**src/rtl/core/tank_level_switch_qualifier_core_defines.svh**
```systemverilog
// Assertion macros for the tank level switch qualifier core.
// Included by the top level; the macros expect clk and arst_n in scope.
`ifndef TANK_LEVEL_SWITCH_QUALIFIER_CORE_DEFINES_SVH
`define TANK_LEVEL_SWITCH_QUALIFIER_CORE_DEFINES_SVH

// Same-cycle implication, checked outside reset.
`define TLSQ_ASSERT_IMP(lbl, ante, cons, msg) \
	lbl: assert property (@(posedge clk) disable iff (!arst_n) (ante) |-> (cons)) else $error(msg);

// Next-cycle implication, checked outside reset.
`define TLSQ_ASSERT_NXT(lbl, ante, cons, msg) \
	lbl: assert property (@(posedge clk) disable iff (!arst_n) (ante) |=> (cons)) else $error(msg);

`endif

```
**src/rtl/core/tlsq_pkg.sv**
```systemverilog
// Shared types and constants for the tank level switch qualifier core.
// No dependencies.
`timescale 1ns / 1ps

package tlsq_pkg;

	localparam int QUALIFY_WIDTH   = 8;
	localparam int MODE_WIDTH      = 2;
	localparam int CFG_INDEX_WIDTH = 2;
	localparam int CFG_DATA_WIDTH  = 8;
	localparam int SECONDS_WIDTH   = 32;

	localparam logic [CFG_INDEX_WIDTH-1:0] REG_QUALIFY_SECONDS = 2'd0;
	localparam logic [CFG_INDEX_WIDTH-1:0] REG_ALERT_MODE      = 2'd1;

	localparam logic [QUALIFY_WIDTH-1:0] QUALIFY_SECONDS_RESET = 8'd15;
	localparam logic [MODE_WIDTH-1:0]    ALERT_MODE_RESET      = 2'd3;

	localparam int MODE_HIGH_ALERT_BIT = 0;
	localparam int MODE_LOW_ALERT_BIT  = 1;

	typedef struct packed {
		logic                     low_switch_level;
		logic                     high_switch_level;
		logic [SECONDS_WIDTH-1:0] seconds_now;
	} sample_t;

	typedef struct packed {
		logic low_level_latched;
		logic high_level_latched;
		logic low_alert;
		logic low_recovered;
		logic high_alert;
	} result_t;

	typedef struct packed {
		logic latched;
		logic alert;
		logic recovered;
	} low_res_t;

	typedef struct packed {
		logic latched;
		logic alert;
	} high_res_t;

endpackage

```
**src/rtl/core/tlsq_low_switch.sv**
```systemverilog
// Low level switch qualifier: hold timer and last qualified direction.
// Depends on tlsq_pkg.
`timescale 1ns / 1ps

module tlsq_low_switch #(
	parameter int TIME_WIDTH = 32
) (
	input  logic                                clk,
	input  logic                                arst_n,
	input  logic                                en,
	input  logic                                pin,
	input  logic [TIME_WIDTH-1:0]               now,
	input  logic [tlsq_pkg::QUALIFY_WIDTH-1:0]  qualify_seconds,
	input  logic                                alert_enable,
	output tlsq_pkg::low_res_t                  res
);
	import tlsq_pkg::*;

	typedef enum logic [1:0] {
		DIR_NONE = 2'd0,
		DIR_LOW  = 2'd1,
		DIR_HIGH = 2'd2
	} dir_t;

	logic                  pending_q;
	logic [TIME_WIDTH-1:0] start_q;
	dir_t                  last_dir_q;
	logic                  latched_q;

	dir_t                  want;
	logic [TIME_WIDTH-1:0] elapsed;
	logic                  expired;

	assign want    = pin ? DIR_HIGH : DIR_LOW;
	assign elapsed = now - start_q;
	assign expired = elapsed > TIME_WIDTH'(qualify_seconds);

	always_comb begin
		res.latched   = latched_q;
		res.alert     = 1'b0;
		res.recovered = 1'b0;
		if (pending_q && expired) begin
			res.latched   = !pin;
			res.alert     = !pin && alert_enable;
			res.recovered = pin;
		end
	end

	always_ff @(posedge clk or negedge arst_n) begin
		if (!arst_n) begin
			pending_q  <= 1'b0;
			start_q    <= '0;
			last_dir_q <= DIR_NONE;
			latched_q  <= 1'b0;
		end else if (en) begin
			if (!pending_q) begin
				if (last_dir_q != want) begin
					start_q   <= now;
					pending_q <= 1'b1;
				end
			end else if (expired) begin
				pending_q  <= 1'b0;
				start_q    <= '0;
				last_dir_q <= want;
				latched_q  <= !pin;
			end
		end
	end

endmodule

```
**src/rtl/core/tlsq_high_switch.sv**
```systemverilog
// High level switch qualifier: latches on a held low pin, releases on a held high pin.
// Depends on tlsq_pkg.
`timescale 1ns / 1ps

module tlsq_high_switch #(
	parameter int TIME_WIDTH = 32
) (
	input  logic                                clk,
	input  logic                                arst_n,
	input  logic                                en,
	input  logic                                pin,
	input  logic [TIME_WIDTH-1:0]               now,
	input  logic [tlsq_pkg::QUALIFY_WIDTH-1:0]  qualify_seconds,
	input  logic                                alert_enable,
	output tlsq_pkg::high_res_t                 res
);
	import tlsq_pkg::*;

	logic                  pending_q;
	logic [TIME_WIDTH-1:0] start_q;
	logic                  latched_q;

	logic                  can_move;
	logic [TIME_WIDTH-1:0] elapsed;
	logic                  expired;
	logic                  qualify;

	assign can_move = pin ? latched_q : !latched_q;
	assign elapsed  = now - start_q;
	assign expired  = elapsed > TIME_WIDTH'(qualify_seconds);
	assign qualify  = can_move && pending_q && expired;

	always_comb begin
		res.latched = latched_q;
		res.alert   = 1'b0;
		if (qualify) begin
			res.latched = !pin;
			res.alert   = !pin && alert_enable;
		end
	end

	always_ff @(posedge clk or negedge arst_n) begin
		if (!arst_n) begin
			pending_q <= 1'b0;
			start_q   <= '0;
			latched_q <= 1'b0;
		end else if (en && can_move) begin
			if (!pending_q) begin
				start_q   <= now;
				pending_q <= 1'b1;
			end else if (expired) begin
				pending_q <= 1'b0;
				start_q   <= '0;
				latched_q <= !pin;
			end
		end
	end

endmodule

```
**src/rtl/core/tank_level_switch_qualifier_core.sv**
```systemverilog
// A sample waits in the sample register while result_stall holds the result register.
// Throughput: otherwise one sample per cycle; the sample and result registers each hold one item.
// Each switch does one subtract and compare per item between those two registers.
// Reset clears the valid flags and switch state, sets qualify_seconds to 15 and alert_mode to 3.
// Top level of the tank level switch qualifier; depends on tlsq_pkg, tlsq_low_switch,
// tlsq_high_switch and tank_level_switch_qualifier_core_defines.svh.
`timescale 1ns / 1ps
`include "tank_level_switch_qualifier_core_defines.svh"

module tank_level_switch_qualifier_core #(
	parameter int TIME_WIDTH = 32
) (
	input  logic                                  clk,
	input  logic                                  arst_n,
	input  logic                                  sample_valid,
	output logic                                  sample_stall,
	input  tlsq_pkg::sample_t                     sample,
	output logic                                  result_valid,
	input  logic                                  result_stall,
	output tlsq_pkg::result_t                     result,
	input  logic                                  cfg_valid,
	output logic                                  cfg_ready,
	input  logic [tlsq_pkg::CFG_INDEX_WIDTH-1:0]  cfg_index,
	input  logic [tlsq_pkg::CFG_DATA_WIDTH-1:0]   cfg_data
);
	import tlsq_pkg::*;

	logic [QUALIFY_WIDTH-1:0] qualify_seconds_q;
	logic [MODE_WIDTH-1:0]    alert_mode_q;

	logic    valid_s1;
	sample_t sample_s1;
	logic    result_valid_q;
	result_t result_q;

	logic                  advance;
	logic                  step;
	logic [TIME_WIDTH-1:0] now;
	low_res_t              low_res;
	high_res_t             high_res;

	assign cfg_ready    = 1'b1;
	assign advance      = !result_valid_q || !result_stall;
	assign sample_stall = valid_s1 && !advance;
	assign step         = valid_s1 && advance;
	assign now          = TIME_WIDTH'(sample_s1.seconds_now);
	assign result_valid = result_valid_q;
	assign result       = result_q;

	always_ff @(posedge clk or negedge arst_n) begin
		if (!arst_n) begin
			qualify_seconds_q <= QUALIFY_SECONDS_RESET;
			alert_mode_q      <= ALERT_MODE_RESET;
		end else if (cfg_valid && cfg_ready) begin
			case (cfg_index)
				REG_QUALIFY_SECONDS: qualify_seconds_q <= cfg_data[QUALIFY_WIDTH-1:0];
				REG_ALERT_MODE:      alert_mode_q      <= cfg_data[MODE_WIDTH-1:0];
				default: ;
			endcase
		end
	end

	always_ff @(posedge clk or negedge arst_n) begin
		if (!arst_n) begin
			valid_s1 <= 1'b0;
		end else if (!sample_stall) begin
			valid_s1 <= sample_valid;
		end
	end

	always_ff @(posedge clk) begin
		if (sample_valid && !sample_stall) begin
			sample_s1 <= sample;
		end
	end

	tlsq_low_switch #(
		.TIME_WIDTH(TIME_WIDTH)
	) u_low (
		.clk            (clk),
		.arst_n         (arst_n),
		.en             (step),
		.pin            (sample_s1.low_switch_level),
		.now            (now),
		.qualify_seconds(qualify_seconds_q),
		.alert_enable   (alert_mode_q[MODE_LOW_ALERT_BIT]),
		.res            (low_res)
	);

	tlsq_high_switch #(
		.TIME_WIDTH(TIME_WIDTH)
	) u_high (
		.clk            (clk),
		.arst_n         (arst_n),
		.en             (step),
		.pin            (sample_s1.high_switch_level),
		.now            (now),
		.qualify_seconds(qualify_seconds_q),
		.alert_enable   (alert_mode_q[MODE_HIGH_ALERT_BIT]),
		.res            (high_res)
	);

	always_ff @(posedge clk or negedge arst_n) begin
		if (!arst_n) begin
			result_valid_q <= 1'b0;
		end else if (advance) begin
			result_valid_q <= valid_s1;
		end
	end

	always_ff @(posedge clk) begin
		if (step) begin
			result_q.low_level_latched  <= low_res.latched;
			result_q.high_level_latched <= high_res.latched;
			result_q.low_alert          <= low_res.alert;
			result_q.low_recovered      <= low_res.recovered;
			result_q.high_alert         <= high_res.alert;
		end
	end

	`TLSQ_ASSERT_IMP(a_stall_only_when_blocked, sample_stall, valid_s1 && result_valid_q && result_stall, "sample stalled without a blocked item")
	`TLSQ_ASSERT_NXT(a_blocked_item_kept, valid_s1 && !advance, valid_s1, "blocked item lost from the sample register")
	`TLSQ_ASSERT_NXT(a_step_gives_result, step, result_valid, "processed item did not reach the result register")

endmodule
```
**config.mk**
```make
export PLATFORM = sky130hd
export DESIGN_NAME = tank_level_switch_qualifier_core
export DESIGN_NICKNAME = d
export VERILOG_FILES = /design/src/rtl/core/tlsq_pkg.sv /design/src/rtl/core/tlsq_low_switch.sv /design/src/rtl/core/tlsq_high_switch.sv /design/src/rtl/core/tank_level_switch_qualifier_core.sv
export VERILOG_INCLUDE_DIRS = /design/src /design/src/rtl/core
export SDC_FILE = /design/constraint.sdc
export NUM_CORES = 1
export LEC_CHECK = 0
export ABC_AREA = 0
export BUFFER_PORTS_ARGS = -buffer_cell sky130_fd_sc_hd__buf_4
export CAP_MARGIN = 0
export CORE_MARGIN = 8
export CORE_UTILIZATION = 46
export CTS_CLUSTER_SIZE = 10
export DETAILED_ROUTE_END_ITERATION = 8
export PLACE_DENSITY = 0.66
export SETUP_SLACK_MARGIN = 0.2
export SYNTH_ARGS = -nofsm -noshare
export SYNTH_HDL_FRONTEND = slang
export SYNTH_SLANG_ARGS = --single-unit
```
**constraint.sdc**
```tcl
create_clock -name clk -period 3.9 [get_ports clk]
set_clock_uncertainty 0.15 [all_clocks]
set_input_delay 0.39 -clock clk [delete_from_list [all_inputs] [get_ports clk]]
set_output_delay 0.39 -clock clk [all_outputs]
set_load 0.005 [all_outputs]
```
==> qor_table.md <==
| Result | Reported | Unit |
| --- | --- | --- |
| Routed wire length | 26.53 | mm |
| Signed area change from the synthesized netlist to the final layout | 30.93 | % |
| Cells along the critical path | buf_6, ha_4, nand2b_4, a21o_1, a21oi_2, xor2_1, ha_1, nand4_1, a21oi_2, a2111oi_4, buf_4, o22ai_2, nor4_1, nand4_1, nor4b_2, nand4b_2, o41ai_4, buf_12, a22o_1 | - |
| Vertical die dimension | 155.0 | um |
| Largest family of logic cells by synthesized area | compound AO/OA/AOI/OAI gates | - |
| Number of flip-flops and latches in the synthesized netlist | 120 | - |
| Routability congestion estimate | 0.9382 | - |
| Kind of end point of the critical path | flip-flop | - |
| FF+latch area | 3206 | um^2 |
| Critical path required time | 4100 | ps |
| Area share of fa/ha/maj cells after synthesis | 11.43 | % |
| Antenna violations before repair | 0 | - |
| Post-DP HPWL | 19.21 | mm |
| R2r worst-path depth | 19 | - |
| Largest stage delay on the critical path | 450 | ps |
| Total number of nets in the final design | 1271 | - |
| Worst Path Max Fanout | 32 | - |
| Area of the placeable core | 19210 | um^2 |
| Net Switching | 3580 | uW |
| Slew Viols, Final | 0 | - |
| Maximum root-to-sink buffer count | 2 | - |
| Setup_tns | -30790 | ps |
| Wire length of the first global-routing pass | 42.87 | mm |
| Via-to-Cell Ratio | 5.756 | - |
| TritonCTS clock tree | built | - |
| Compound-cell area share of the yosys netlist | 26.83 | % |
| Fillcell total | 1610 | - |
| Combinational Power Share | 60.8 | % |
| Synthesized netlist cell count | 959 | - |
| Slack of the critical path | -500.1 | ps |
| Sw Share | 41.72 | % |
| Mean instance size in the synthesized netlist | 9.267 | um^2 |
| Internal power component | 5000 | uW |
| Fraction of layout instances using a drive strength above 1 | 24.96 | % |
| Pin count of the biggest net entering global routing | 64 | - |
| Std cell rows | 51 | - |
| Sequential Power Share | 22.1 | % |
| Share of synthesized cell area in and, or, nand and nor gates | 14.26 | % |
| Yosys cell types | 85 | - |
| DRC marker count from the first detailed-route iteration | 593 | - |
| Number of top-level pins | 57 | - |
| Worst min-delay path category | input pin to flip-flop | - |
| Number of global-route vias before repair | 8106 | - |
| Final setup violation count | 74 | - |
| Total clock buffers created by CTS | 17 | - |
| Remaining Overflow, GRT | 0 | - |
| Maximum level of the CTS H-tree | 4 | - |
| Run status | finished, violations left | - |
| Per-cell routed wire length | 18.69 | um |
| Fraction of synthesized area in multiplexers | 1.802 | % |
| RSZ-0062 raised after global routing | true | - |
| Remaining routing DRC violations | 0 | - |
| Width of the die | 155.0 | um |
| Worst Setup Slack post-DPL | -679.2 | ps |
| Slowest library cell on the worst path | edfxtp_1 | - |
| Count of input and output buffers | 55 | - |
| Post-Synthesis Cell Area | 8887 | um^2 |
| Count of flip-flops with a built-in enable after synthesis | 39 | - |
| Synth Net Count | 1088 | - |
| Insertion delay of the later-clocked pin in the worst-skew pair | 420 | ps |
| Part of the Yosys area used for sequential elements | 36.07 | % |
| Clock Sinks | 120 | - |
| First-pass iteration count of the detailed router | 5 | - |
| Max-slew headroom at the worst pin | 44.96 | % |
| Worst VDD drop | 397.4 | uV |
| Total die area | 24020 | um^2 |
| Min cycle time layout | 4400 | ps |
| Starting Density | 46.27 | % |
| Post-placement cell count | 1337 | - |
| Count of placed standard cells in the final layout, fillers left out | 1419 | - |
| Transition time of the tightest slew-check pin | 825.6 | ps |
| CP Launch Type | flip-flop | - |
| Highest clock frequency the design can meet | 227.3 | MHz |
| Footprint of the multi-input gates | 5459 | um^2 |
| Vias | 8168 | - |
| Data arrival, critical path | 4600 | ps |
| XOR/XNOR Fraction of Synth Area | 3.449 | % |
| Depth of the worst hold-timing path | 1 | - |
| Clk slew on worst S/H paths | 60 | ps |
| Number of warnings printed during yosys synthesis | 0 | - |
| Prevailing post-synth register cell | dfrtp_1 | - |
| Period utilisation layout | 112.8 | % |
| Core Util, Final | 60.58 | % |
| Violated checks | negative setup slack | - |
| Cell at the root of the clock tree | clkbuf_16 | - |
| Static leakage power | 0.005048 | uW |
| Gr usage total | 22.41 | % |
| Final hold viol count | 0 | - |
| Critical path class | flip-flop to flip-flop | - |
| DRT antenna net count | 0 | - |
| Number of max-cap violations | 0 | - |
| Power density cells | 737.3 | nW/um^2 |
| Clock network power share | 17.1 | % |
| Ant diodes | 0 | - |
| Async set or reset register ratio after synthesis | 67.50 | % |
==> routing by layer <==
| layer | GRT usage (%) | part of all wire, % | up-vias | routed length (um) |
|---|---|---|---|---|
| li1 | - | - | 3949 | - |
| met1 | 27.48 | 43 | 3908 | 11540 |
| met2 | 38.16 | 48 | 272 | 12830 |
| met3 | 5.298 | 5.8 | 39 | 1538 |
| met4 | 7.186 | 2.4 | 0 | 624 |
| met5 | 0 | 0 | - | 0 |
==> kinds of logic (layout without fill, tap and decap cells) <==
group	Yosys count	count (layout)
AO/OA/AOI/OAI	331	331
XOR/XNOR	35	35
adder cells (fa/ha/maj)	80	80
buffers and inverters	127	322
flip-flops	120	120
multiplexers	15	15
other	1	1
AND/OR/NAND/NOR	250	250
==> final timing paths <==
path	from	end	slack, ps
setup reg to reg	now[1]	u_high.start_q[30]	-500
setup / recovery	now[1]	u_high.start_q[30]	-500
hold reg to reg	valid_s1	result_valid	330
hold / removal	sample[3]	now[3]	10
min in group asynchronous	arst_n	u_low.start_q[2]	470
max in group asynchronous	arst_n	alert_mode_q[0]	2310
==> Yosys cell counts, types with 5 or more instances <==
cell      instances  area share, %
nand2b_1          9           0.63
mux2_2            7           0.89
o21a_1           21            1.8
inv_1            87            3.7
a31oi_1          12           0.84
o211ai_1         11           0.93
dfrtp_1          75             21
a22o_1           64            6.3
nor2_1           48            2.0
a21oi_1          81            4.6
nand3_1          16           0.90
nor3_1           20            1.1
and3_1            7           0.49
o22ai_1           5           0.35
clkbuf_1         26            1.1
mux2i_1           7           0.79
xnor2_1          20            2.0
a211oi_1          8           0.68
nand2_1          74            3.1
edfxtp_1         39             13
ha_1             78             11
dfstp_2           6            1.8
nor4_1            8           0.56
nand4_1          28            2.0
o21ai_0          47            2.6
xor2_1           15            1.5
a21o_1           18            1.5
a211o_1           5           0.49
o31ai_1           5           0.42
nor2b_1          10           0.70
==> sequential cells by signal, summed over array words and instances (netlist names), 2 cells and up <==
register / cells
now: 32
u_high.start_q: 32
u_low.start_q: 32
qualify_seconds_q: 8
result: 5
alert_mode_q: 2
sample_s1: 2
u_low.last_dir_q: 2
==> final cells by class <==
| type | instances | share of cell area, % |
|---|---|---|
| Inverter | 87 | 2.806 |
| Sequential cell | 120 | 27.55 |
| Tap cell | 265 | 2.849 |
| Timing Repair Buffer | 204 | 15.15 |
| Clock buffer | 23 | 4.108 |
| Multi-Input combinational cell | 712 | 46.91 |
| Clock inverter | 8 | 0.6237 |
==> stage by stage <==
stage               instance area (um^2)  power (uW)  hold WS [ps]
global route                       11640        9211         1.060
global placement                   10310        6522         321.3
finish                             11640        8579         12.10
floorplan                           9015        5175        -55.59
detailed placement                 10310        6581         323.0
CTS                                11530        8411         2.129
==> critical path: cells and delay by family, from the launching register on <==
kind	cells	cell delay, ps
AOI/OAI and AO/OA	7	1250
and+or+nand+nor	6	1170
xor gates and xnor gates	1	170
buffers and inverters	3	570
adders and majority gates	2	560
DFF	1	450
==> power by group through the flow <==
stage,clock network [uW],registers (uW),logic (uW)
detailed placement,0,1900,4680
global placement,0,1890,4630
finish,1460,1900,5220
CTS,1470,1890,5050
global route,1540,1940,5740
floorplan,0,1840,3340
==> layout by cell type, fill, tap and decap left out, types with 18 or more instances in the layout <==
cell           Yosys  layout
dfrtp_1           75      75
a21o_1            18      18
clkbuf_16          0      18
buf_4              4     154
nor2_1            48      47
nor3_1            20      18
xnor2_1           20      19
o21a_1            21      21
inv_1             87      85
a21oi_1           81      75
o21ai_0           47      44
nand4_1           28      28
dlygate4sd3_1      3      30
ha_1              78      70
edfxtp_1          39      39
a22o_1            64      64
nand2_1           74      70
==> what timing repair did <==
action                                 CTS  global route
pin swaps                               20            11
gates cloned                             2             1
gates resized for setup                 43             9
setup endpoints to repair               74            74
hold buffers                            28             2
buffers inserted                        17             1
endpoints found under the hold margin   89             2
Power figures use the tool's default switching activity.
